### src/rtl/bbc_pkg.sv
// ----------------------------------------------------------------------------
// bbc_pkg
// types, character codes and decode for the bracket balance checker
// ----------------------------------------------------------------------------
package bbc_pkg;

  localparam int unsigned DefStackDepth = 64;
  localparam int unsigned NumTypes      = 5;
  localparam int unsigned CharW         = 8;
  localparam int unsigned CountW        = 16;
  localparam int unsigned MaxDepthW     = 7;

  localparam logic [CharW-1:0]     DefEndMarker = 8'd46;
  localparam logic [CountW-1:0]    CountMax     = 16'hFFFF;
  localparam logic [MaxDepthW-1:0] MaxDepthSat  = 7'd127;

  // character codes
  localparam logic [CharW-1:0] ChSqOpen  = 8'h5B;
  localparam logic [CharW-1:0] ChRdOpen  = 8'h28;
  localparam logic [CharW-1:0] ChBar     = 8'h7C;
  localparam logic [CharW-1:0] ChCuOpen  = 8'h7B;
  localparam logic [CharW-1:0] ChAnOpen  = 8'h3C;
  localparam logic [CharW-1:0] ChSqClose = 8'h5D;
  localparam logic [CharW-1:0] ChRdClose = 8'h29;
  localparam logic [CharW-1:0] ChCuClose = 8'h7D;
  localparam logic [CharW-1:0] ChAnClose = 8'h3E;

  // stack entry type codes
  typedef enum logic [2:0] {
    TYPE_SQUARE = 3'd0,
    TYPE_ROUND  = 3'd1,
    TYPE_BAR    = 3'd2,
    TYPE_CURLY  = 3'd3,
    TYPE_ANGLE  = 3'd4
  } bbc_type_e;

  // decoded character
  typedef struct packed {
    logic      is_open;
    logic      is_close;
    logic      is_bar;
    bbc_type_e code;
  } bbc_dec_t;

  // stack shift control, shared by every cell
  typedef struct packed {
    logic      push;
    logic      pop;
    bbc_type_e code;
  } bbc_stk_ctrl_t;

  function automatic bbc_dec_t bbc_decode(input logic [CharW-1:0] ch);
    bbc_dec_t d;
    d = '{is_open: 1'b0, is_close: 1'b0, is_bar: 1'b0, code: TYPE_SQUARE};
    case (ch)
      ChSqOpen:  begin d.is_open = 1'b1;  d.code = TYPE_SQUARE; end
      ChRdOpen:  begin d.is_open = 1'b1;  d.code = TYPE_ROUND;  end
      ChCuOpen:  begin d.is_open = 1'b1;  d.code = TYPE_CURLY;  end
      ChAnOpen:  begin d.is_open = 1'b1;  d.code = TYPE_ANGLE;  end
      ChSqClose: begin d.is_close = 1'b1; d.code = TYPE_SQUARE; end
      ChRdClose: begin d.is_close = 1'b1; d.code = TYPE_ROUND;  end
      ChCuClose: begin d.is_close = 1'b1; d.code = TYPE_CURLY;  end
      ChAnClose: begin d.is_close = 1'b1; d.code = TYPE_ANGLE;  end
      ChBar:     begin d.is_bar = 1'b1;   d.code = TYPE_BAR;    end
      default:   begin d.code = TYPE_SQUARE; end
    endcase
    return d;
  endfunction

endpackage

### src/rtl/bbc_cell.sv
// ----------------------------------------------------------------------------
// bbc_cell
// one stack entry: takes the entry above on push, the one below on pop
// ----------------------------------------------------------------------------
module bbc_cell (
  input  logic                  clk_i,
  input  bbc_pkg::bbc_stk_ctrl_t ctrl_i,
  input  bbc_pkg::bbc_type_e    above_i,
  input  bbc_pkg::bbc_type_e    below_i,
  output bbc_pkg::bbc_type_e    entry_o
);
  import bbc_pkg::*;

  bbc_type_e entry_q, entry_d;

  // shift select
  always_comb begin
    entry_d = entry_q;
    if (ctrl_i.push) begin
      entry_d = above_i;
    end else if (ctrl_i.pop) begin
      entry_d = below_i;
    end
  end

  // entry storage, no reset needed
  always_ff @(posedge clk_i) begin
    entry_q <= entry_d;
  end

  assign entry_o = entry_q;

endmodule

### src/rtl/bbc_stack.sv
// ----------------------------------------------------------------------------
// bbc_stack
// shift stack built from a row of cells, top of stack in cell zero
// ----------------------------------------------------------------------------
module bbc_stack #(
  parameter int unsigned STACK_DEPTH = bbc_pkg::DefStackDepth
) (
  input  logic                   clk_i,
  input  bbc_pkg::bbc_stk_ctrl_t ctrl_i,
  output bbc_pkg::bbc_type_e     top_o
);
  import bbc_pkg::*;

  bbc_type_e entry[STACK_DEPTH];

  // chain of cells fed by neighbors; top takes code, last its own
  for (genvar i = 0; i < STACK_DEPTH; i++) begin : g_cell
    bbc_type_e above, below;
    if (i == 0) begin : g_first
      assign above = ctrl_i.code;
    end else begin : g_mid_above
      assign above = entry[i-1];
    end
    if (i == STACK_DEPTH - 1) begin : g_last
      assign below = entry[i];
    end else begin : g_mid_below
      assign below = entry[i+1];
    end
    bbc_cell u_cell (
      .clk_i   (clk_i),
      .ctrl_i  (ctrl_i),
      .above_i (above),
      .below_i (below),
      .entry_o (entry[i])
    );
  end

  assign top_o = entry[0];

endmodule

### config.mk
export PLATFORM = sky130hd
export DESIGN_NAME = bbc_stack
export DESIGN_NICKNAME = d
export VERILOG_FILES = /design/src/rtl/bbc_pkg.sv /design/src/rtl/bbc_cell.sv /design/src/rtl/bbc_stack.sv
export SDC_FILE = /design/constraint.sdc
export NUM_CORES = 1
export LEC_CHECK = 0
export BUFFER_PORTS_ARGS = -buffer_cell sky130_fd_sc_hd__buf_4
export CAP_MARGIN = 20
export CORE_ASPECT_RATIO = 1.1
export CORE_MARGIN = 8
export CORE_UTILIZATION = 40
export DETAILED_ROUTE_END_ITERATION = 10
export GPL_TIMING_DRIVEN = 0
export PLACE_DENSITY = 0.56
export SKIP_LAST_GASP = 1
export SYNTH_ARGS = -nofsm -noshare
export SYNTH_HDL_FRONTEND = slang
export SYNTH_SLANG_ARGS = --single-unit
### constraint.sdc
create_clock -name clk_i -period 12.4 [get_ports clk_i]
set_input_delay 2.48 -clock clk_i [delete_from_list [all_inputs] [get_ports clk_i]]
set_output_delay 2.48 -clock clk_i [all_outputs]
set_load 0.01 [all_outputs]
==> metrics.cfg <==
[setup_path]
cells_along_the_critical_path = buf_4 > buf_6 > buf_6 > buf_6 > or2_4 > buf_16
critical_path.endpoint_type = register
cp_top_family = buffers and inverters
worstPathRequired_ps = 12480
critical-path-slowest-cell = or2_4
crit_type = in -> reg
worstSetupStartpointType = input pin
crit_fanout = 72
cpPeakStageDelay_ps = 620
critical_path.n_buffers_inverters = 5
cp.arrival_ps = 4210
cpMostUsedCell = buf_6

[power]
seq_power_share = 0.550
p_total_mw = 1.69
power_per_cell_area_mw_per_mm2 = 178
clock_power_share = 0.330
netSwitchingPower_mw = 0.347
p_leak_nw = 3.60
internal-power_mw = 1.34
power.share.switching = 0.205
vdd.ir_drop.worst_mv = 0.111
p_comb_frac = 0.120

[detailed_routing]
vias_per_cell = 5.06
remaining_drc_errors = 0
drt_first_pass_iters = 6
drtIter0Drc = 244
detail-route-antenna-nets = 0
drt-wirelength-per-cell_um = 17.1
dr_total_vias = 3535
route.final.wire_length_um = 12000

[floorplanning]
die_area_mm2 = 0.0260
pin_count = 9
placementRows = 55
chipHeight_um = 168
initial_utilization = 0.409
core_area_mm2 = 0.0206
die-width_um = 155

[final_layout]
largest_register_ffs = 192
diodes = 0
drive_above_1_share = 0.560
layout-area-overhead-vs-synth_pct = 12.3
fin_nets = 438
finish.utilization = 0.460

[synthesis]
synth.yosys.warnings = 0
asyncSetResetFlopFracSynth = 0
synth.most_common_cell = edfxtp_1
syn_area_per_cell_um2 = 21.0
syn_nets = 409
post-synth-top-area-cell = edfxtp_1
number_of_enable_type_register_cells_in_the_synthesized_netlist = 192
ys_types = 6
synth_top_cells_by_area = edfxtp_1, mux2_4, mux2_2
synth-main-ff-cell = edfxtp_1
synth_top_cell_area_share = 0.682
syn_inst = 403
postSynthRegisterBits = 192
synth_seq_area_share = 0.682
netlist_area_mm2 = 0.00845
synth.cells.most_frequent = edfxtp_1, mux2_4, mux2_2, buf_6, buf_2

[clocking]
worst_setup_hold_path_clk_slew_ps = 60
number_of_buffers_added_by_the_clock_tree_synthesis_step = 17
ctsResizeCount = 0
root_buffer = clkbuf_16
cts.sink_count = 192
postCtsSetupRepairBufs = 0
cts.hold.buffers_added = 0
cts_htree_levels = 4
cts.path.max_buffers = 2
tritoncts_clock_tree = done
clk_latency_ps = 430

[timing]
finalHoldViolCount = 0
maxSlewHeadroom = 0.513
final.min_clock_period_ps = 4130
report.final.setup_viol = 0
maxSlewViolCount = 0
worst_pin_slew_ps = 730
final.period_utilization = 0.333
clock_skew_ps = 10.1
fin_worst_hold_slack_ps = 455
worst_slack_ps = 8270
clock.fmax_mhz = 242
setup_repair_after_global_routing_missed_its_margin = no
finalSetupTns_ps = 0

[place]
finalWeightedCongestion = 0.665
placement.io_buffers = 8
detailed_place_hpwl_um = 7120
place_ws_ps = 7800

[hold_path]
hold_class = reg -> reg

[run_status]
run_status = finished clean

[global_routing]
grt_first_pass_wirelength_um = 20600
grt_max_degree = 73
antenna_found_initial = 0
globalRouteTotalUtil = 0.0997
overflow = 0
number_of_global_route_vias_before_repair = 3829

[job]
cap_violations = 0

## worst paths after layout
check	startpoint	end	slack (ps)	cells past startpoint
hold / removal	g_cell[62].u_cell.entry_o[2]	g_cell[63].u_cell.entry_o[2]	450	0
setup / recovery	ctrl_i[4]	g_cell[42].u_cell.entry_o[2]	8270	6
setup reg to reg	g_cell[29].u_cell.entry_o[0]	g_cell[28].u_cell.entry_o[0]	11450	1
hold reg to reg	g_cell[62].u_cell.entry_o[2]	g_cell[63].u_cell.entry_o[2]	450	0
## cells in the final DEF (no fill, tap or decap), drive strengths merged
master / synthesis / final
clkinvlp: 0 / 2
or2: 1 / 1
clkinv: 0 / 5
buf: 21 / 31
mux2: 189 / 189
bufinv: 0 / 4
edfxtp: 192 / 192
clkbuf: 0 / 19
## per-stage QoR
stage                     cells  cell area [um2]
after floorplan             403             8450
after global placement      667             8830
after detailed placement    669             8890
after CTS                   699             9490
after global routing        699             9490
final                       699             9490
## cells by family after synthesis
group                  Yosys count  share of synthesized area
flip-flops                     192                      0.682
buffers and inverters           21                     0.0213
AND/OR/NAND/NOR                  1                   0.000741
multiplexers                   189                      0.296
## layer usage
| layer | vias to the layer above | track usage | wire length (um) |
|---|---|---|---|
| met4 | 0 | 0.0345 | 118 |
| met2 | 27 | 0.144 | 5560 |
| met3 | 8 | 0.0339 | 357 |
| met5 | - | 0 | 0 |
| li1 | 1650 | - | - |
| met1 | 1850 | 0.137 | 5930 |
## area by class of cell
type	count	area, um2
plain buffers	21	180
clock buffers	19	433
clock inverters	11	166
fillers	1757	11200
multi-input cells	190	2510
flip-flops and latches	192	5770
well taps	256	320
repair buffers	10	115
## power by group through the flow
stage | clock, mW | sequential (mW) | combinational, mW
after floorplan | 0 | 0.921 | 0.175
after global placement | 0 | 0.947 | 0.192
after detailed placement | 0 | 0.944 | 0.203
after CTS | 0.578 | 0.933 | 0.205
after global routing | 0.602 | 0.948 | 0.220
final | 0.559 | 0.931 | 0.202
(Power assumes the default switching activity.)
